`src/design/ifo_pkg.sv`:
```
// shared types, constants and ramp functions of the instance fade opacity block
package ifo_pkg;

	localparam int TagW     = 10;
	localparam int OpW      = 13;
	localparam int AddrW    = 5;
	localparam int DataW    = 32;
	localparam int DivBits  = 16;
	localparam int DivSteps = 2;
	localparam int DivStages = DivBits / DivSteps;
	localparam int SqInW    = 52;
	localparam int SqW      = 53;
	localparam int SqRootW  = 26;
	localparam int SqSteps  = 2;
	localparam int SqStages = SqRootW / SqSteps;

	localparam logic [OpW-1:0] One       = 13'd4096;
	localparam logic [OpW-1:0] OpaqueMin = 13'd4092;

	localparam logic [2:0] RegRider   = 3'd0;
	localparam logic [2:0] RegCamX    = 3'd1;
	localparam logic [2:0] RegCamZ    = 3'd2;
	localparam logic [2:0] RegTgtX    = 3'd3;
	localparam logic [2:0] RegTgtZ    = 3'd4;
	localparam logic [2:0] RegTree    = 3'd5;
	localparam logic [2:0] RegPass    = 3'd6;
	localparam logic [2:0] RegReady   = 3'd7;

	localparam logic [1:0] PassCombined = 2'd0;
	localparam logic [1:0] PassOpaque   = 2'd1;
	localparam logic [1:0] PassFading   = 2'd2;

	typedef struct packed {
		logic signed [31:0] rider;
		logic signed [23:0] cam_x;
		logic signed [23:0] cam_z;
		logic signed [23:0] tgt_x;
		logic signed [23:0] tgt_z;
		logic               tree;
		logic [1:0]         pass;
		logic               ready;
	} cfg_t;

	// per-item data that rides along the pipeline
	typedef struct packed {
		logic [TagW-1:0]    tag;
		logic [OpW-1:0]     edge_op;
		logic [15:0]        radius;
		logic signed [24:0] dx;
		logic signed [24:0] dz;
	} ctx_t;

	// clamped ramp num << sh
	function automatic logic [OpW-1:0] ramp_shift(input logic signed [33:0] num,
		input logic [1:0] sh);
		logic [33:0] lim;
		logic [33:0] v;
		lim = 34'(One) >> sh;
		v   = 34'(num) << sh;
		if (num <= 34'sd0) return '0;
		else if (num >= $signed(lim)) return One;
		else return v[OpW-1:0];
	endfunction

	// clamped ramp num * 8 / 3
	function automatic logic [OpW-1:0] ramp_tree_behind(input logic signed [33:0] num);
		logic [13:0] x;
		logic [30:0] p;
		x = {num[10:0], 3'b000};
		p = 31'(x) * 31'd43691;
		if (num <= 34'sd0) return '0;
		else if (num >= 34'sd1536) return One;
		else return p[29:17];
	endfunction

	// clamped ramp c * 64 / 5
	function automatic logic [OpW-1:0] ramp_tree_cam(input logic signed [27:0] c);
		logic [14:0] x;
		logic [31:0] p;
		x = {c[8:0], 6'b000000};
		p = 32'(x) * 32'd52429;
		if (c <= 28'sd0) return '0;
		else if (c >= 28'sd320) return One;
		else return p[30:18];
	endfunction

	// clamped ramp c * 160 / 9
	function automatic logic [OpW-1:0] ramp_bush_cam(input logic signed [27:0] c);
		logic [15:0] x;
		logic [31:0] p;
		x = 16'(c[7:0]) * 16'd160;
		p = 32'(x) * 32'd58255;
		if (c <= 28'sd0) return '0;
		else if (c >= 28'sd231) return One;
		else return p[31:19];
	endfunction

endpackage

```
`src/design/ifo_cfg.sv`:
```
// configuration registers behind the apb port
module ifo_cfg (
	input  logic                      clk,
	input  logic                      arst_n,
	input  logic                      psel,
	input  logic                      penable,
	input  logic                      pwrite,
	input  logic [ifo_pkg::AddrW-1:0] paddr,
	input  logic [ifo_pkg::DataW-1:0] pwdata,
	output logic [ifo_pkg::DataW-1:0] prdata,
	output logic                      pready,
	output ifo_pkg::cfg_t             cfg
);
	import ifo_pkg::*;

	cfg_t       cfg_q;
	logic [2:0] idx;
	logic       wr;

	assign idx    = paddr[AddrW-1:2];
	assign wr     = psel && penable && pwrite;
	assign pready = 1'b1;
	assign cfg    = cfg_q;

	always_ff @(posedge clk or negedge arst_n) begin
		if (!arst_n) begin
			cfg_q       <= '0;
			cfg_q.tree  <= 1'b1;
		end else if (wr) begin
			unique case (idx)
				RegRider: cfg_q.rider <= pwdata;
				RegCamX:  cfg_q.cam_x <= pwdata[23:0];
				RegCamZ:  cfg_q.cam_z <= pwdata[23:0];
				RegTgtX:  cfg_q.tgt_x <= pwdata[23:0];
				RegTgtZ:  cfg_q.tgt_z <= pwdata[23:0];
				RegTree:  cfg_q.tree  <= pwdata[0];
				RegPass:  cfg_q.pass  <= pwdata[1:0];
				RegReady: cfg_q.ready <= pwdata[0];
				default:  ;
			endcase
		end
	end

	always_comb begin
		unique case (idx)
			RegRider: prdata = cfg_q.rider;
			RegCamX:  prdata = {8'd0, cfg_q.cam_x};
			RegCamZ:  prdata = {8'd0, cfg_q.cam_z};
			RegTgtX:  prdata = {8'd0, cfg_q.tgt_x};
			RegTgtZ:  prdata = {8'd0, cfg_q.tgt_z};
			RegTree:  prdata = {31'd0, cfg_q.tree};
			RegPass:  prdata = {30'd0, cfg_q.pass};
			RegReady: prdata = {31'd0, cfg_q.ready};
			default:  prdata = '0;
		endcase
	end

endmodule

```
`config.mk`:
```
export PLATFORM = sky130hd
export DESIGN_NAME = ifo_cfg
export DESIGN_NICKNAME = d
export VERILOG_FILES = /design/src/design/ifo_pkg.sv /design/src/design/ifo_cfg.sv
export SDC_FILE = /design/constraint.sdc
export NUM_CORES = 1
export LEC_CHECK = 0
export ABC_AREA = 1
export BUFFER_PORTS_ARGS = -buffer_cell sky130_fd_sc_hd__buf_2
export CAP_MARGIN = 20
export CORE_ASPECT_RATIO = 1.2
export CORE_UTILIZATION = 45
export DETAILED_ROUTE_END_ITERATION = 10
export HOLD_SLACK_MARGIN = 0.06
export PLACE_DENSITY = 0.87
export SETUP_SLACK_MARGIN = 0.15
export SLEW_MARGIN = 20
export SYNTH_ARGS = -nofsm -noshare
export SYNTH_HDL_FRONTEND = slang
export SYNTH_SLANG_ARGS = --single-unit
```
`constraint.sdc`:
```
create_clock -name clk -period 0.82 [get_ports clk]
set_input_delay 0 -clock clk [delete_from_list [all_inputs] [get_ports clk]]
set_output_delay 0 -clock clk [all_outputs]
set_load 0.05 [all_outputs]
```
==> results of run 1 <==
cell families after synthesis:
logic type,count (synthesis),share of synthesized area
AND/OR/NAND/NOR,333,0.227
AO/OA/AOI/OAI,155,0.133
flip-flops,132,0.556
buffers and inverters,106,0.0826
other,1,0.000631
routing by layer:
| layer | GRT usage | GRT overflow |
|---|---|---|
| met2 | 0.888 | 1 |
| met1 | 0.624 | 0 |
| met3 | 0.373 | 0 |
| met4 | 0.634 | 0 |
| met5 | 0.0263 | 0 |
stage by stage:
stage | util | instances
CTS | 0.960 | 1304
detailed placement | 0.669 | 1197
global placement | 0.669 | 1197
floorplan | - | 727
timing repair:
item	CTS
resized for setup	686
buffers inserted	30
pin swaps	103
cloned	12
hold endpoints to repair	264
hold buffers	33
setup endpoints to repair	296
==> flow_summary.ini, run 1 <==
[clocking]
cts-root-buf = clkbuf_16
cts_max_level = 4
clkSinkCount = 132
cts_made_buffers = 17
clock_path_buffers = 2

[synth]
ys_seq_area_frac = 0.556
synth_cells = 727
synth_edf_count = 0
syn_nets = 769
synthTopCellsByCount = nand2_1, dfrtp_1, o21ai_1
avgSynthCellArea_sq_um = 8.17
ys_warn_count = 0
synth_seq_cells = 132
synth_area_leaders = dfrtp_1, nand2_1, o21ai_1, inv_1, o21ai_0
synth_top_cell_by_area = dfrtp_1
synth-main-ff-cell = dfrtp_1
yosysTopAreaCellShare = 0.552
synthArstFlopShare = 1.00
yosysMostFrequentCell = nand2_1
synth_cell_types = 25
netlist_area_sq_mm = 0.00594

[die]
start_util = 0.465
num_rows = 45
chipWidth_um = 107
die_h_um = 128
io_pins = 207

[place]
dp_hpwl_um = 13800
postPlaceCellArea_sq_mm = 0.00855
gp_congestion = 0.854
preCtsSetupSlack_ps = -461
port_buffers = 203

[global_route]
grt_util_all_layers = 0.630
first_global_vias = 9683
grt_pass1_wl_um = 60700
grt_overflow = 1
grt_max_degree = 49

[status]
haltStage = 5_1_grt
error = [ERROR GRT-0116] Global routing finished with congestion. Check the congestion regions in the DRC Viewer.
status = aborted with a tool error
==> inputs of run 2 (changes only) <==
--- a/config.mk
+++ b/config.mk
@@ -8,12 +8,9 @@
 export ABC_AREA = 1
 export BUFFER_PORTS_ARGS = -buffer_cell sky130_fd_sc_hd__buf_2
 export CAP_MARGIN = 20
-export CORE_ASPECT_RATIO = 1.2
-export CORE_UTILIZATION = 45
+export CORE_UTILIZATION = 32
 export DETAILED_ROUTE_END_ITERATION = 10
-export HOLD_SLACK_MARGIN = 0.06
-export PLACE_DENSITY = 0.87
-export SETUP_SLACK_MARGIN = 0.15
+export PLACE_DENSITY_LB_ADDON = 0.15
 export SLEW_MARGIN = 20
 export SYNTH_ARGS = -nofsm -noshare
 export SYNTH_HDL_FRONTEND = slang
==> constraint.sdc (replaced) <==
create_clock -name clk -period 1.1 [get_ports clk]
set_input_delay 0 -clock clk [delete_from_list [all_inputs] [get_ports clk]]
set_output_delay 0 -clock clk [all_outputs]
set_load 0.05 [all_outputs]
==> run 2 against run 1 <==
  * The flow now finishes, with violations (design-rule violations, negative setup slack)
  * Synthesized area unchanged
  * Synthesized cell count did not move
==> flow_summary.ini, run 2 <==
[clocking]
cts-root-buf = clkbuf_16
clkSinkCount = 132
worstSkewPairLatency_ps = 410
clock_path_buffers = 2
clk_pin_slew_ps = 60
cts_max_level = 4
cts_made_buffers = 17
cts_tree = yes

[synth]
synthTopCellsByCount = nand2_1, dfrtp_1, o21ai_1
synth_edf_count = 0
avgSynthCellArea_sq_um = 8.17
syn_nets = 769
synth_area_leaders = dfrtp_1, nand2_1, o21ai_1, inv_1, o21ai_0
synth_cells = 727
synthArstFlopShare = 1.00
netlist_area_sq_mm = 0.00594
ys_seq_area_frac = 0.556
synth-main-ff-cell = dfrtp_1
synth_top_cell_by_area = dfrtp_1
yosysTopAreaCellShare = 0.552
synth_cell_types = 25
yosysMostFrequentCell = nand2_1
synth_seq_cells = 132
ys_warn_count = 0

[power]
vdd_drop_max_v = 0.00114
p_leak_nw = 5.23
powerDensity_mw_per_mm2 = 2030

[status]
status = finished with violations
violations = design-rule violations, negative setup slack

[die]
chipWidth_um = 138
core_area_sq_mm = 0.0181
die_area_sq_mm = 0.0191
num_rows = 49
start_util = 0.328
die_h_um = 138
io_pins = 207

[place]
postPlaceCellArea_sq_mm = 0.00779
dp_cells = 1164
dp_hpwl_um = 13400
gp_congestion = 0.791
port_buffers = 203

[setup_path]
crit_chain = nand4_1 -> nand2_1 -> nor2_2 -> nand3_4 -> buf_8
reg2reg_to = cfg[3]
endpoint_kind = primary output
cpPeakStageDelay_ps = 420
cpMaxStageDelayCell = dfrtp_2
critPathKind = flop to primary output
r2r_slack_ps = 150
r2r_cells = 4
crit_path_start_kind = flop
crit-reg2reg-launch = cfg[3]
critPathTopFamily = flip-flops
crit_arrival_ps = 1360
path_buf_inv = 1
worstPathRequired_ps = 1100
crit_fanout = 2

[timing]
layout_setup_ws_ps = -257
fmax_mhz = 737
hold_viol = 0
finalSetupViolCount = 38
rsz0062_at_grt = yes
slew_violations = 0
period_minus_slack_ps = 1360
min_period_over_period = 1.23
fin_skew_ps = 0

[detailed_routing]
vias = 6135
final_antenna_net_count = 0
viasPerCell = 4.68
drt_iter0_markers = 292
drt-total-wl_um = 21400
drcViolationCount = 24
avgRoutedWirePerCell_um = 16.3
drtPass1Iterations = 8

[global_route]
grt_util_all_layers = 0.224
first_global_vias = 6042
grt_overflow = 0
grt_max_degree = 37
antenna_found_initial = 0
grt_pass1_wl_um = 33100

[layout]
layout-drive-gt1-share = 0.528
area_growth_pct = 82.0
n_antenna_cell = 0
fin_cells = 1312
final_common_cell = nand2_1
final_area_sq_mm = 0.0108
nets = 1112
largest_reg_flops = 132
final_cell_mix = nand2_1, o21ai_1, dfrtp_2
fillers = 1536

[min_path]
hold_class = primary input to async pin

[run]
drv_cap = 0
-- run 2: cells by family (layout without fill, tap and decap cells) --
group	after synthesis	count (layout)	share of synthesized area
flip-flops	132	132	0.556
buffers and inverters	106	462	0.0826
other	1	1	0.000631
AO/OA/AOI/OAI	155	155	0.133
AND/OR/NAND/NOR	333	333	0.227
-- run 2: area by class of cell --
cell class	count	area [sq um]	area share
Clock buffer	23	488	0.0451
Clock inverter	9	80.1	0.00741
Inverter	64	240	0.0222
Multi-Input combinational cell	489	2470	0.228
Sequential cell	132	3420	0.317
Tap cell	229	287	0.0265
Timing Repair Buffer	366	3820	0.354
-- run 2: through the flow --
stage	TNS [ps]	total power, mW	worst slack [ps]	utilization	hold slack (ps)
final	-5190	22.0	-257	0.598	57.8
after global routing	-8680	22.9	-337	0.598	73.1
after CTS	-6510	20.9	-271	0.555	59.3
after detailed placement	-9360	13.5	-186	0.431	-66.3
after global placement	-9520	13.4	-237	0.431	-69.7
after floorplan	-258	11.6	-86.1	-	-296
-- run 2: worst reg2reg max path: cells and delay by family, from the launching register on --
kind                   cells  cell delay (ps)
AOI/OAI and AO/OA          1              120
DFF                        1              530
buffers and inverters      2              190
and+or+nand+nor            1               40
-- run 2: worst max-delay path by stage --
stage / endpoint / depth (start not counted) / from / slack, ps
floorplan: prdata[29] / 2 / cfg[129] / -90
CTS: prdata[0] / 5 / cfg[3] / -270
global route: prdata[0] / 5 / cfg[52] / -340
detailed placement: prdata[1] / 6 / paddr[2] / -190
finish: prdata[0] / 5 / cfg[52] / -260
global placement: prdata[1] / 6 / paddr[2] / -240
-- run 2: layer usage --
metal | GRT usage | wire length (um) | up-vias
met5 | 0 | 0 | -
met4 | 0.0479 | 209 | 0
met3 | 0.0637 | 1400 | 15
met2 | 0.378 | 10600 | 180
met1 | 0.287 | 9160 | 2932
li1 | - | - | 3008
-- run 2: what timing repair did --
item                       4_1_cts  5_1_grt
setup endpoints to repair       39      123
hold endpoints to repair       263        0
gates resized for setup        289      198
pin swaps                       73       30
hold buffers                    33        0
buffers inserted                67       25
-- run 2: power breakdown --
group          internal (mW)  switching, mW
logic                   3.87           5.98
clock network           3.33           2.13
registers               5.90          0.763
Note: power is estimated with default switching activity, not from simulation.
