## config.mk

```make
export PLATFORM = sky130hd
export DESIGN_NAME = ifo_div
export DESIGN_NICKNAME = d
export VERILOG_FILES = /design/src/design/ifo_pkg.sv /design/src/design/ifo_div.sv
export SDC_FILE = /design/constraint.sdc
export NUM_CORES = 2
export LEC_CHECK = 0
export ABC_CLOCK_PERIOD_IN_PS = 20400
export BUFFER_PORTS_ARGS = -buffer_cell sky130_fd_sc_hd__clkbuf_2
export CAP_MARGIN = 20
export CORE_MARGIN = 4
export CORE_UTILIZATION = 51
export DETAILED_ROUTE_END_ITERATION = 7
export HOLD_SLACK_MARGIN = 0.15
export PLACE_DENSITY_LB_ADDON = 0.25
export SLEW_MARGIN = 0
export SYNTH_ARGS = -nofsm -noshare
export SYNTH_HDL_FRONTEND = slang
export SYNTH_SLANG_ARGS = --single-unit
export TNS_END_PERCENT = 100
```

## constraint.sdc

```tcl
create_clock -name clk -period 20.4 [get_ports clk]
set_input_delay 1.02 -clock clk [delete_from_list [all_inputs] [get_ports clk]]
set_output_delay 1.02 -clock clk [all_outputs]
set_load 0.005 [all_outputs]
```

## src/design/ifo_pkg.sv

```systemverilog
// shared types, constants and ramp functions of the instance fade opacity block
package ifo_pkg;

	localparam int TagW     = 10;
	localparam int OpW      = 13;
	localparam int AddrW    = 5;
	localparam int DataW    = 32;
	localparam int DivBits  = 16;
	localparam int DivSteps = 2;
	localparam int DivStages = DivBits / DivSteps;
	localparam int SqInW    = 52;
	localparam int SqW      = 53;
	localparam int SqRootW  = 26;
	localparam int SqSteps  = 2;
	localparam int SqStages = SqRootW / SqSteps;

	localparam logic [OpW-1:0] One       = 13'd4096;
	localparam logic [OpW-1:0] OpaqueMin = 13'd4092;

	localparam logic [2:0] RegRider   = 3'd0;
	localparam logic [2:0] RegCamX    = 3'd1;
	localparam logic [2:0] RegCamZ    = 3'd2;
	localparam logic [2:0] RegTgtX    = 3'd3;
	localparam logic [2:0] RegTgtZ    = 3'd4;
	localparam logic [2:0] RegTree    = 3'd5;
	localparam logic [2:0] RegPass    = 3'd6;
	localparam logic [2:0] RegReady   = 3'd7;

	localparam logic [1:0] PassCombined = 2'd0;
	localparam logic [1:0] PassOpaque   = 2'd1;
	localparam logic [1:0] PassFading   = 2'd2;

	typedef struct packed {
		logic signed [31:0] rider;
		logic signed [23:0] cam_x;
		logic signed [23:0] cam_z;
		logic signed [23:0] tgt_x;
		logic signed [23:0] tgt_z;
		logic               tree;
		logic [1:0]         pass;
		logic               ready;
	} cfg_t;

	// per-item data that rides along the pipeline
	typedef struct packed {
		logic [TagW-1:0]    tag;
		logic [OpW-1:0]     edge_op;
		logic [15:0]        radius;
		logic signed [24:0] dx;
		logic signed [24:0] dz;
	} ctx_t;

	// clamped ramp num << sh
	function automatic logic [OpW-1:0] ramp_shift(input logic signed [33:0] num,
		input logic [1:0] sh);
		logic [33:0] lim;
		logic [33:0] v;
		lim = 34'(One) >> sh;
		v   = 34'(num) << sh;
		if (num <= 34'sd0) return '0;
		else if (num >= $signed(lim)) return One;
		else return v[OpW-1:0];
	endfunction

	// clamped ramp num * 8 / 3
	function automatic logic [OpW-1:0] ramp_tree_behind(input logic signed [33:0] num);
		logic [13:0] x;
		logic [30:0] p;
		x = {num[10:0], 3'b000};
		p = 31'(x) * 31'd43691;
		if (num <= 34'sd0) return '0;
		else if (num >= 34'sd1536) return One;
		else return p[29:17];
	endfunction

	// clamped ramp c * 64 / 5
	function automatic logic [OpW-1:0] ramp_tree_cam(input logic signed [27:0] c);
		logic [14:0] x;
		logic [31:0] p;
		x = {c[8:0], 6'b000000};
		p = 32'(x) * 32'd52429;
		if (c <= 28'sd0) return '0;
		else if (c >= 28'sd320) return One;
		else return p[30:18];
	endfunction

	// clamped ramp c * 160 / 9
	function automatic logic [OpW-1:0] ramp_bush_cam(input logic signed [27:0] c);
		logic [15:0] x;
		logic [31:0] p;
		x = 16'(c[7:0]) * 16'd160;
		p = 32'(x) * 32'd58255;
		if (c <= 28'sd0) return '0;
		else if (c >= 28'sd231) return One;
		else return p[31:19];
	endfunction

endpackage

```

## src/design/ifo_div.sv

```systemverilog
// pipelined restoring divider for the segment blend, two quotient bits per stage
module ifo_div (
	input  logic                clk,
	input  logic                arst_n,
	input  logic                en,
	input  logic                vld_in,
	input  ifo_pkg::ctx_t       ctx_in,
	input  logic [49:0]         rem_in,
	input  logic [49:0]         len_in,
	input  logic                zero_in,
	input  logic                one_in,
	output logic                vld_out,
	output ifo_pkg::ctx_t       ctx_out,
	output logic [16:0]         blend
);
	import ifo_pkg::*;

	logic                vld_s  [DivStages];
	ctx_t                ctx_s  [DivStages];
	logic [49:0]         rem_s  [DivStages];
	logic [49:0]         len_s  [DivStages];
	logic [DivBits-1:0]  quo_s  [DivStages];
	logic                zero_s [DivStages];
	logic                one_s  [DivStages];

	for (genvar g = 0; g < DivStages; g++) begin : g_stage
		logic               v_i;
		ctx_t               c_i;
		logic [49:0]        r_i;
		logic [49:0]        l_i;
		logic [DivBits-1:0] q_i;
		logic               z_i;
		logic               o_i;
		logic [49:0]        r_n;
		logic [DivBits-1:0] q_n;

		if (g == 0) begin : g_first
			assign v_i = vld_in;
			assign c_i = ctx_in;
			assign r_i = rem_in;
			assign l_i = len_in;
			assign q_i = '0;
			assign z_i = zero_in;
			assign o_i = one_in;
		end else begin : g_next
			assign v_i = vld_s[g-1];
			assign c_i = ctx_s[g-1];
			assign r_i = rem_s[g-1];
			assign l_i = len_s[g-1];
			assign q_i = quo_s[g-1];
			assign z_i = zero_s[g-1];
			assign o_i = one_s[g-1];
		end

		always_comb begin
			logic [50:0] t;
			r_n = r_i;
			q_n = q_i;
			for (int i = 0; i < DivSteps; i++) begin
				t = {r_n, 1'b0};
				if (t >= {1'b0, l_i}) begin
					t   = t - {1'b0, l_i};
					q_n = {q_n[DivBits-2:0], 1'b1};
				end else begin
					q_n = {q_n[DivBits-2:0], 1'b0};
				end
				r_n = t[49:0];
			end
		end

		always_ff @(posedge clk or negedge arst_n) begin
			if (!arst_n) begin
				vld_s[g] <= 1'b0;
			end else if (en) begin
				vld_s[g] <= v_i;
			end
		end

		always_ff @(posedge clk) begin
			if (en) begin
				ctx_s[g]  <= c_i;
				rem_s[g]  <= r_n;
				len_s[g]  <= l_i;
				quo_s[g]  <= q_n;
				zero_s[g] <= z_i;
				one_s[g]  <= o_i;
			end
		end
	end

	assign vld_out = vld_s[DivStages-1];
	assign ctx_out = ctx_s[DivStages-1];

	always_comb begin
		if (zero_s[DivStages-1]) blend = '0;
		else if (one_s[DivStages-1]) blend = 17'h10000;
		else blend = {1'b0, quo_s[DivStages-1]};
	end

endmodule

```

==> impl_metrics.yaml <==
route:
  post_drt_wl_per_cell_um: 19.8
  viasPerCell: 5.76
  wirelength_um: 234000
  route.vias.total: 68300
  detailedRoute.firstIterationViolations: 4485
  pre_antenna_drt_iters: 6
  post-route-drc-count: 0
  antenna_left: 0
placed_design:
  finalWeightedCongestion: 0.967
  pre_cts_ws_ns: 9.87
  numPortBuffers: 301
  placed_area_sq_um: 100000
  place_hpwl_um: 185000
sta:
  layout_setup_ws_ns: 10.64
  timing.fmax_mhz: 102
  clock_skew_ns: 0.0492
  worst_margin_slew_ns: 1.09
  final-hold-violation-count: 0
  unrepaired_setup_endpoints_after_global_routing: "false"
  finalSetupViolCount: 0
  slew-limit-headroom: 0.269
  timing.setup.tns_ns: 0
  period_minus_slack_ns: 9.76
  timing_max_transition_violations_final: 0
  final.period_utilization: 0.478
floorplanning:
  die_h_um: 444
  fp.dieArea_sq_um: 198000
  io_pins: 302
  rows: 159
  initial_utilization: 0.515
  die_w_um: 444
  fp.coreArea_sq_um: 189000
final_layout:
  fillerInstances: 16100
  final_area_sq_um: 106000
  ff_latch_area_sq_um: 45200
  layout.cells.most_common: "sky130_fd_sc_hd__edfxtp_1"
  layout.nets: 10200
  layout.cells.most_common_list: "sky130_fd_sc_hd__edfxtp_1, sky130_fd_sc_hd__a21oi_1, sky130_fd_sc_hd__ha_1"
  multi_input_area_sq_um: 47800
  share_of_cells_above_drive_strength_1: 0.0972
  area_delta_synth_final_pct: 8.68
worst_setup_path:
  timing.critical_path.fanout_max: 59
  reg2reg_from: "len_s[2][64]"
  crit_start: "len_in[7]"
  setup.worst_path.class: "input pin to flip-flop"
  end_kind: "flip-flop"
  cp.required_ns: 20.97
  worst-endpoint-arrival_ns: 10.33
  nature_of_the_critical_path_startpoint: "input pin"
clock_tree:
  htree_num_levels: 4
  cts_resized: 0
  tritoncts: "yes"
  clkLatencyLatePin_ns: 0.82
  clockRootBuffer: "sky130_fd_sc_hd__clkbuf_16"
  cts.sinks: 1508
  cts-buffers-inserted: 161
  cts.path.max_buffers: 3
  worst_setup_hold_path_clk_slew_ns: 0.06
synthesis:
  synth_compound_gate_area_share: 0.175
  post_synth_fa_ha_maj_area_fraction: 0.104
  synth.yosys.warnings: 0
  synth_area_sq_um: 97200
  simple_logic_cell_fraction_of_the_synthesized_area: 0.102
  yosys.area_share.xor_xnor: 0.0621
  synth_top_family_by_area: "compound AO/OA/AOI/OAI gates"
  ys_ff_latch: 1508
  synth_top_flop_cell: "sky130_fd_sc_hd__edfxtp_1"
  synth-edff-count: 1500
  syn_avg_cell_area_sq_um: 10.7
  synth_mux_area_frac: 0.0485
  synth-seq-area-share: 0.466
  postSynthNetCount: 10100
  synth.lib_cells_used.distinct: 113
  ys_async_sr_fraction: 0.00531
  syn_inst: 9074
grt:
  via_count_of_the_first_global_routing_pass: 68100
  grt_start_max_net_pins: 193
  gr-usage-all-layers: 0.231
  antenna_found_initial: 1
  wire_length_of_the_first_global_routing_pass_um: 365000
  global_route.overflow_total: 0
run_status:
  status: "finished clean"
flow_run:
  cap_violations: 0
worst_hold_path:
  hold_path_startpoint: "ctx_in[86]"
  worstHoldPathType: "input pin to flip-flop"
==> final cells by class <==
type | instances | share of cell area
diodes | 2 | 0.0000474
clock buffers | 197 | 0.0396
clock inverters | 101 | 0.0102
inverters | 600 | 0.0213
multi-input cells | 6600 | 0.453
flip-flops and latches | 1508 | 0.428
well taps | 2495 | 0.0296
repair buffers | 347 | 0.0182
==> metrics by stage <==
step           utilization  instances  hold WS [ns]
5_1_grt              0.560      11800         0.310
6_report             0.560      11900         0.377
3_5_place_dp         0.532      11500         0.405
2_1_floorplan            -       9074         0.400
4_1_cts              0.560      11800         0.290
3_3_place_gp         0.532      11500         0.400
==> layer usage <==
metal,vias up,global-route usage,share of wire
met1,32000,0.282,0.42
met3,524,0.0255,0.035
li1,34000,-,-
met2,1757,0.396,0.48
met4,0,0.136,0.065
met5,-,0,0
==> state kept, by name, indices dropped and copies added, names as in the netlist <==
register,count
quo_s,72
zero_s,8
g_stage.v_i,7
vld_out,1
one_s,8
len_s,350
rem_s,350
ctx_s,712
==> final timing paths <==
| check | end | slack [ns] | cells after the start |
|---|---|---|---|
| setup / recovery | rem_s[0][6] | 10.64 | 27 |
| hold / removal | ctx_s[0][86] | 0.38 | 1 |
| setup reg to reg | rem_s[6][4] | 11.06 | 26 |
| hold reg to reg | quo_s[1][45] | 0.41 | 0 |
| max in group asynchronous | g_stage[4].v_i | 19.65 | 2 |
| min in group asynchronous | vld_out | 0.58 | 2 |
==> worst max-delay path, cell delays in order <==
cell and delay, ns:
sky130_fd_sc_hd__clkbuf_2 0.11, sky130_fd_sc_hd__inv_1 0.06, sky130_fd_sc_hd__ha_1 0.38, sky130_fd_sc_hd__and4_1 0.28, sky130_fd_sc_hd__nand2_1 0.08, sky130_fd_sc_hd__a211o_1 0.28
sky130_fd_sc_hd__a21bo_2 0.24, sky130_fd_sc_hd__a21o_1 0.22, sky130_fd_sc_hd__a2111oi_0 0.80, sky130_fd_sc_hd__o211ai_1 0.24, sky130_fd_sc_hd__a21oi_1 0.27, sky130_fd_sc_hd__o22a_2 0.40
sky130_fd_sc_hd__buf_4 0.59, sky130_fd_sc_hd__mux2_2 0.45, sky130_fd_sc_hd__ha_1 0.39, sky130_fd_sc_hd__nand3_1 0.17, sky130_fd_sc_hd__nor4_1 0.65, sky130_fd_sc_hd__o211ai_1 0.27
sky130_fd_sc_hd__o211ai_1 0.28, sky130_fd_sc_hd__a22o_1 0.31, sky130_fd_sc_hd__a31oi_1 0.18, sky130_fd_sc_hd__o21ai_1 0.43, sky130_fd_sc_hd__a311oi_2 0.20, sky130_fd_sc_hd__nor4b_1 0.39
sky130_fd_sc_hd__nand3b_1 0.46, sky130_fd_sc_hd__buf_4 0.62, sky130_fd_sc_hd__mux2_2 0.41
==> cells by family after synthesis <==
kind of cell	Yosys count
AOI/OAI and AO/OA	2653
xor gates and xnor gates	689
adders and majority gates	800
buffers and inverters	966
DFF	1508
muxes	408
and+or+nand+nor	2050
==> cell usage after synthesis (all sizes together), types with 22 or more instances <==
| cell type | n | share of area |
|---|---|---|
| and2 | 76 | 0.0049 |
| nor3 | 81 | 0.0043 |
| nand2 | 514 | 0.020 |
| buf | 184 | 0.013 |
| a211oi | 60 | 0.0048 |
| ha | 792 | 0.10 |
| or2 | 22 | 0.0014 |
| o211ai | 38 | 0.0030 |
| nor2b | 90 | 0.0058 |
| a31oi | 94 | 0.0063 |
| o21ai | 477 | 0.025 |
| o21bai | 107 | 0.0083 |
| xnor2 | 465 | 0.042 |
| a21oi | 927 | 0.048 |
| a21o | 503 | 0.039 |
| o31ai | 39 | 0.0035 |
| a221oi | 40 | 0.0039 |
| nor4 | 27 | 0.0019 |
| or3 | 29 | 0.0019 |
| nor2 | 609 | 0.024 |
| nand3 | 180 | 0.0093 |
| inv | 600 | 0.023 |
| and3 | 81 | 0.0052 |
| edfxtp | 1500 | 0.46 |
| and4 | 39 | 0.0035 |
| a31o | 26 | 0.0023 |
| a211o | 28 | 0.0025 |
| nand2b | 109 | 0.0070 |
| xor2 | 224 | 0.020 |
| nand4 | 148 | 0.0095 |
| clkbuf | 182 | 0.0070 |
| o21a | 85 | 0.0066 |
| mux2 | 392 | 0.047 |
==> timing repair <==
item	in CTS	in global routing
endpoints found under the setup margin	0	0
buffers inserted	0	0
hold buffers	1	0
hold endpoints to repair	8	0
Power is left out: the tool's default activity adds up to more than one toggle a clock period on the data nets, which glitch-free logic cannot reach.
