File: src/design/ifo_pkg.sv
// shared types, constants and ramp functions of the instance fade opacity block
package ifo_pkg;

	localparam int TagW     = 10;
	localparam int OpW      = 13;
	localparam int AddrW    = 5;
	localparam int DataW    = 32;
	localparam int DivBits  = 16;
	localparam int DivSteps = 2;
	localparam int DivStages = DivBits / DivSteps;
	localparam int SqInW    = 52;
	localparam int SqW      = 53;
	localparam int SqRootW  = 26;
	localparam int SqSteps  = 2;
	localparam int SqStages = SqRootW / SqSteps;

	localparam logic [OpW-1:0] One       = 13'd4096;
	localparam logic [OpW-1:0] OpaqueMin = 13'd4092;

	localparam logic [2:0] RegRider   = 3'd0;
	localparam logic [2:0] RegCamX    = 3'd1;
	localparam logic [2:0] RegCamZ    = 3'd2;
	localparam logic [2:0] RegTgtX    = 3'd3;
	localparam logic [2:0] RegTgtZ    = 3'd4;
	localparam logic [2:0] RegTree    = 3'd5;
	localparam logic [2:0] RegPass    = 3'd6;
	localparam logic [2:0] RegReady   = 3'd7;

	localparam logic [1:0] PassCombined = 2'd0;
	localparam logic [1:0] PassOpaque   = 2'd1;
	localparam logic [1:0] PassFading   = 2'd2;

	typedef struct packed {
		logic signed [31:0] rider;
		logic signed [23:0] cam_x;
		logic signed [23:0] cam_z;
		logic signed [23:0] tgt_x;
		logic signed [23:0] tgt_z;
		logic               tree;
		logic [1:0]         pass;
		logic               ready;
	} cfg_t;

	// per-item data that rides along the pipeline
	typedef struct packed {
		logic [TagW-1:0]    tag;
		logic [OpW-1:0]     edge_op;
		logic [15:0]        radius;
		logic signed [24:0] dx;
		logic signed [24:0] dz;
	} ctx_t;

	// clamped ramp num << sh
	function automatic logic [OpW-1:0] ramp_shift(input logic signed [33:0] num,
		input logic [1:0] sh);
		logic [33:0] lim;
		logic [33:0] v;
		lim = 34'(One) >> sh;
		v   = 34'(num) << sh;
		if (num <= 34'sd0) return '0;
		else if (num >= $signed(lim)) return One;
		else return v[OpW-1:0];
	endfunction

	// clamped ramp num * 8 / 3
	function automatic logic [OpW-1:0] ramp_tree_behind(input logic signed [33:0] num);
		logic [13:0] x;
		logic [30:0] p;
		x = {num[10:0], 3'b000};
		p = 31'(x) * 31'd43691;
		if (num <= 34'sd0) return '0;
		else if (num >= 34'sd1536) return One;
		else return p[29:17];
	endfunction

	// clamped ramp c * 64 / 5
	function automatic logic [OpW-1:0] ramp_tree_cam(input logic signed [27:0] c);
		logic [14:0] x;
		logic [31:0] p;
		x = {c[8:0], 6'b000000};
		p = 32'(x) * 32'd52429;
		if (c <= 28'sd0) return '0;
		else if (c >= 28'sd320) return One;
		else return p[30:18];
	endfunction

	// clamped ramp c * 160 / 9
	function automatic logic [OpW-1:0] ramp_bush_cam(input logic signed [27:0] c);
		logic [15:0] x;
		logic [31:0] p;
		x = 16'(c[7:0]) * 16'd160;
		p = 32'(x) * 32'd58255;
		if (c <= 28'sd0) return '0;
		else if (c >= 28'sd231) return One;
		else return p[31:19];
	endfunction

endpackage

File: src/design/ifo_isqrt.sv
// pipelined digit-by-digit integer square root, two result bits per stage
module ifo_isqrt (
	input  logic                        clk,
	input  logic                        arst_n,
	input  logic                        en,
	input  logic                        vld_in,
	input  ifo_pkg::ctx_t               ctx_in,
	input  logic [ifo_pkg::SqInW-1:0]   rad_in,
	output logic                        vld_out,
	output ifo_pkg::ctx_t               ctx_out,
	output logic [ifo_pkg::SqRootW-1:0] root
);
	import ifo_pkg::*;

	logic           vld_s [SqStages];
	ctx_t           ctx_s [SqStages];
	logic [SqW-1:0] val_s [SqStages];
	logic [SqW-1:0] res_s [SqStages];

	for (genvar g = 0; g < SqStages; g++) begin : g_stage
		logic           v_i;
		ctx_t           c_i;
		logic [SqW-1:0] a_i;
		logic [SqW-1:0] r_i;
		logic [SqW-1:0] a_n;
		logic [SqW-1:0] r_n;

		if (g == 0) begin : g_first
			assign v_i = vld_in;
			assign c_i = ctx_in;
			assign a_i = SqW'(rad_in);
			assign r_i = '0;
		end else begin : g_next
			assign v_i = vld_s[g-1];
			assign c_i = ctx_s[g-1];
			assign a_i = val_s[g-1];
			assign r_i = res_s[g-1];
		end

		always_comb begin
			logic [SqW-1:0] b;
			logic [SqW-1:0] t;
			a_n = a_i;
			r_n = r_i;
			for (int i = 0; i < SqSteps; i++) begin
				b = SqW'(1) << (2 * (SqRootW - 1 - (g * SqSteps + i)));
				t = r_n + b;
				if (a_n >= t) begin
					a_n = a_n - t;
					r_n = (r_n >> 1) + b;
				end else begin
					r_n = r_n >> 1;
				end
			end
		end

		always_ff @(posedge clk or negedge arst_n) begin
			if (!arst_n) begin
				vld_s[g] <= 1'b0;
			end else if (en) begin
				vld_s[g] <= v_i;
			end
		end

		always_ff @(posedge clk) begin
			if (en) begin
				ctx_s[g] <= c_i;
				val_s[g] <= a_n;
				res_s[g] <= r_n;
			end
		end
	end

	assign vld_out = vld_s[SqStages-1];
	assign ctx_out = ctx_s[SqStages-1];
	assign root    = res_s[SqStages-1][SqRootW-1:0];

endmodule

File: config.mk
export PLATFORM = sky130hd
export DESIGN_NAME = ifo_isqrt
export DESIGN_NICKNAME = d
export VERILOG_FILES = /design/src/design/ifo_pkg.sv /design/src/design/ifo_isqrt.sv
export SDC_FILE = /design/constraint.sdc
export NUM_CORES = 2
export LEC_CHECK = 0
export ABC_AREA = 1
export ABC_CLOCK_PERIOD_IN_PS = 5470
export BUFFER_PORTS_ARGS = -buffer_cell sky130_fd_sc_hd__buf_2
export CAP_MARGIN = 20
export CORE_MARGIN = 2
export CORE_UTILIZATION = 50
export CTS_CLUSTER_SIZE = 8
export DETAILED_ROUTE_END_ITERATION = 10
export PLACE_DENSITY = 0.66
export SKIP_LAST_GASP = 1
export SLEW_MARGIN = 20
export SYNTH_ARGS = -nofsm -noshare
export SYNTH_HDL_FRONTEND = slang
export SYNTH_SLANG_ARGS = --single-unit
File: constraint.sdc
create_clock -name clk -period 5.47 [get_ports clk]
set_input_delay 1.094 -clock clk [delete_from_list [all_inputs] [get_ports clk]]
set_output_delay 1.094 -clock clk [all_outputs]
set_load 0.01 [all_outputs]
==> impl_results.rst <==
.. list-table::
   :header-rows: 1

   * - Metric
     - Value
   * - EDFF count, synth
     - 1,975
   * - Pwr Density
     - 471 nW/um^2
   * - CTS hold repair buffers
     - 0
   * - Post-route clock skew
     - 70.0 ps
   * - Combinational cell fraction of total power
     - 0.338
   * - Reg-to-Reg Start
     - res_s[2][134]
   * - Antenna Nets Post-Route
     - 0
   * - I/O pins
     - 261
   * - Clock-pin transition on the worst setup and hold timing paths
     - 50 ps
   * - Worst Setup Start Kind
     - register
   * - Syn avg cell area
     - 9.59 sq um
   * - Cell at the root of the clock tree
     - sky130_fd_sc_hd__clkbuf_16
   * - Worst path required time
     - 6210 ps
   * - Maximum capacitance violations
     - 0
   * - Wire length reported by the detailed router
     - 329,000 um
   * - Total instance count after detailed placement
     - 13.9k
   * - Post-synth design cell area
     - 101,000 sq um
   * - Maximum single-stage delay on the critical path
     - 510 ps
   * - Synth top area cells
     - sky130_fd_sc_hd__edfxtp_1 59%, sky130_fd_sc_hd__nand2_1 10%, sky130_fd_sc_hd__inv_1 5.1%
   * - Routability Congestion
     - 1.02
   * - Async set or reset register ratio after synthesis
     - 0.00654
   * - First-pass GRT wire length
     - 485,000 um
   * - Post-synth top area share
     - 0.585
   * - Layout Area Growth over Synthesis
     - 16.1%
   * - CTS tree
     - done
   * - Total clock buffers created by CTS
     - 301
   * - Portion of total power attributed to sequential cells
     - 0.369
   * - Chip Width
     - 454 um
   * - DRT Pass-1 Iters
     - 6
   * - Total Nets Final
     - 12.1k
   * - Switch share
     - 0.364
   * - Least-Margin Pin Slew
     - 947 ps
   * - Area of the core
     - 202,000 sq um
   * - Internal cell power
     - 35.2 mW
   * - Fin crit share
     - 0.984
   * - Share of final-layout standard cells stronger than drive strength 1
     - 0.109
   * - Setup TNS
     - 0 ps
   * - Clock Tree Buf Depth
     - 4
   * - Utilization after layout
     - 0.583
   * - Final standard cell count with taps included and fillers excluded
     - 14.3k
   * - Synthesized instance count
     - 10.6k
   * - Max-slew violation count
     - 0
   * - Total routing resource utilization after global routing
     - 0.316
   * - Worst relative slew slack
     - 0.369
   * - Timing startpoint of the critical path
     - res_s[2][134]
   * - #FFs+latches synth
     - 1,988
   * - Initial core utilization
     - 0.502
   * - Class of the most critical hold timing path
     - in -> async
   * - Number of nets produced by synthesis
     - 11.1k
   * - Routed WL per cell
     - 23.1 um
   * - Clock latency reported for the late side of the worst-skew pair
     - 950 ps
   * - DRC violation count after routing
     - 0
   * - Leakage power
     - 49.2 nW
   * - H-tree depth
     - 5
   * - Number of hold-slack violations in the final timing report
     - 0
   * - Relative contribution of the clock network to total power
     - 0.292
   * - Routed vias
     - 78.8k
   * - Number of fill cells
     - 17.1k
   * - Most numerous cell on the critical path
     - sky130_fd_sc_hd__nand2_1
   * - Critical path fanouts, max
     - 38
   * - DRC marker count from the first detailed-route iteration
     - 7,481
   * - Unique masters post-synth
     - 66
   * - Result of the run
     - finished, final reports clean
   * - Min Clock Period, post-route
     - 5380 ps
   * - PnR worst setup slack
     - 90.2 ps
   * - Setup-violating endpoint count in the final report
     - 0
   * - Dpl ws
     - -67.3 ps
   * - Sequential area share after synthesis
     - 0.589
   * - Vias per Instance
     - 5.52
   * - Total overflow reported by the global router
     - 0
   * - Top achievable clock speed
     - 186 MHz
   * - Data arrival time of the worst path
     - 6120 ps
   * - VDD IR max
     - 0.000398 V
   * - Synthesis warning total
     - 0
   * - Setup CP Type
     - reg -> reg
   * - Hold Worst Slack
     - 83.0 ps
   * - Floorplan die area
     - 206,000 sq um
   * - Slowest stage cell, crit path
     - sky130_fd_sc_hd__ha_1
   * - Cells along the critical path
     - inv_1 -> ha_1 -> nand2_1 -> buf_4 -> inv_1 -> a21oi_1 -> nand2_1 -> a21oi_1 -> nand2_1 -> nor2_2 -> buf_12 -> o21ai_0 -> ha_1 -> nand2_1 -> nor2_1 -> nand2_1 -> nor3_1 -> nand2_1 -> nand2_1 -> nand2_1 -> nand2_1 -> xor2_1 -> nand2_1 -> inv_1
   * - Dominant cell type by area after synthesis
     - sky130_fd_sc_hd__edfxtp_1
   * - Maximum number of pins on one net before global-route repair
     - 164
   * - Number of antenna violations at the first check in global routing
     - 8
   * - Cell Rows
     - 165
   * - Die outline height
     - 454 um
   * - IO buf count
     - 260
   * - Switching power
     - 20.2 mW
   * - Number of sinks handled by clock tree synthesis
     - 1,988
   * - Number of global-route vias before repair
     - 77.7k
   * - Endpoint type of the worst setup path
     - register
   * - Dominant register cell in the synthesized netlist
     - sky130_fd_sc_hd__edfxtp_1
   * - Half-perimeter wire length of the detailed placement result
     - 250,000 um
per-layer routing:
layer,part of all wire,up-vias,GRT usage
met3,0.055,728,0.0385
li1,-,37530,-
met2,0.49,3014,0.542
met4,0.051,8,0.148
met1,0.40,37561,0.397
met5,0.00020,-,0
cell type report:
type	count	area (sq um)	share of cell area
Sequential cell	1988	59600	0.507
Multi-Input combinational cell	7059	35800	0.305
Clock buffer	319	7640	0.0650
Timing Repair Buffer	789	5580	0.0474
Inverter	1425	5370	0.0456
Tap cell	2672	3340	0.0284
Clock inverter	19	211	0.00180
Timing Repair inverter	1	7.51	0.0000638
Antenna cell	3	7.51	0.0000638
kinds of logic after synthesis:
| group | Yosys count | share of synthesized area |
|---|---|---|
| AOI/OAI and AO/OA | 1149 | 0.0609 |
| and+or+nand+nor | 5165 | 0.214 |
| adders and majority gates | 376 | 0.0464 |
| muxes | 1 | 0.000111 |
| xor gates and xnor gates | 368 | 0.0319 |
| buffers and inverters | 1518 | 0.0583 |
| DFF | 1988 | 0.589 |
cells in the final DEF, fill, tap and decap left out, drive strengths merged, types with 8 or more instances in the layout:
cell,n
nand2,2771
edfxtp,1975
inv,1432
nor2,1219
buf,789
nand3,663
a21oi,504
o21ai,486
ha,376
clkbuf,319
nand4,196
xnor2,189
xor2,179
nor3,128
nor4,98
nand3b,34
o21a,27
o21bai,25
o211ai,25
a21o,24
or2,22
a31oi,21
a21boi,14
dfrtp,13
and2,10
clkinv,9
and3,8
worst max-delay path, delay by kind of cell, from the launching register on:
kind / cells / cell delay (ps)
AND/OR/NAND/NOR: 13 / 2120
XOR/XNOR: 1 / 380
flip-flops: 1 / 480
AO/OA/AOI/OAI: 3 / 810
buffers and inverters: 5 / 590
adder cells (fa/ha/maj): 2 / 850
power groups by stage:
stage / Sequential (mW) / Combinational, mW / Clock, mW
finish: 20.5 / 18.7 / 16.2
global route: 20.5 / 20.6 / 17.0
CTS: 20.5 / 18.4 / 16.5
detailed placement: 20.7 / 18.3 / 0
global placement: 20.6 / 18.3 / 0
floorplan: 19.8 / 11.4 / 0
flip-flops by register name, summed over array words and instances, names as in the netlist:
signal / flops
ctx_s: 1157
g_stage.v_i: 12
res_s: 182
val_s: 636
vld_out: 1
synth_stat cells (3+ instances only):
master	number
sky130_fd_sc_hd__buf_4	20
sky130_fd_sc_hd__nand3_1	654
sky130_fd_sc_hd__inv_2	42
sky130_fd_sc_hd__nand3_2	8
sky130_fd_sc_hd__o2111ai_1	6
sky130_fd_sc_hd__a211oi_1	5
sky130_fd_sc_hd__o211ai_1	24
sky130_fd_sc_hd__or2_2	21
sky130_fd_sc_hd__or4_1	3
sky130_fd_sc_hd__nand4_1	196
sky130_fd_sc_hd__a21oi_1	504
sky130_fd_sc_hd__nor2_2	25
sky130_fd_sc_hd__o21ai_1	68
sky130_fd_sc_hd__nand3b_1	34
sky130_fd_sc_hd__edfxtp_1	1975
sky130_fd_sc_hd__nor4_1	98
sky130_fd_sc_hd__a21boi_0	14
sky130_fd_sc_hd__buf_6	13
sky130_fd_sc_hd__nor2_1	1187
sky130_fd_sc_hd__and2_1	9
sky130_fd_sc_hd__nand2_2	22
sky130_fd_sc_hd__buf_2	23
sky130_fd_sc_hd__dfrtp_1	13
sky130_fd_sc_hd__a31o_2	4
sky130_fd_sc_hd__inv_1	1379
sky130_fd_sc_hd__ha_1	376
sky130_fd_sc_hd__nand2_1	2747
sky130_fd_sc_hd__clkbuf_1	34
sky130_fd_sc_hd__xor2_1	178
sky130_fd_sc_hd__nor2_4	6
sky130_fd_sc_hd__nor3_1	127
sky130_fd_sc_hd__nor3b_1	7
sky130_fd_sc_hd__a31oi_1	21
sky130_fd_sc_hd__o21ai_0	416
sky130_fd_sc_hd__o21bai_1	24
sky130_fd_sc_hd__a21o_1	24
sky130_fd_sc_hd__xnor2_1	189
sky130_fd_sc_hd__o21a_1	27
sky130_fd_sc_hd__and3_1	8
worst paths after layout:
| path | to | slack, ps | cells past startpoint |
|---|---|---|---|
| setup / recovery | val_s[2][202] | 90 | 24 |
| hold / removal | vld_out | 80 | 1 |
| setup reg to reg | val_s[2][202] | 90 | 24 |
| hold reg to reg | ctx_s[0][303] | 360 | 0 |
| max in group asynchronous | g_stage[3].v_i | 5150 | 1 |
| min in group clk | ctx_s[0][75] | 310 | 1 |
repair_timing:
action | CTS | global route
cloned | 0 | 2
setup endpoints to repair | 1 | 144
setup buffers | 0 | 8
resized for setup | 1 | 33
pin swaps | 0 | 2
per-stage QoR:
stage                     instance area (sq um)  total power [mW]
after floorplan                          101000              31.2
final                                    118000              55.4
after CTS                                117000              55.4
after global routing                     118000              58.2
after global placement                   110000              39.0
after detailed placement                 110000              38.9
Note: power is estimated with default switching activity, not from simulation.
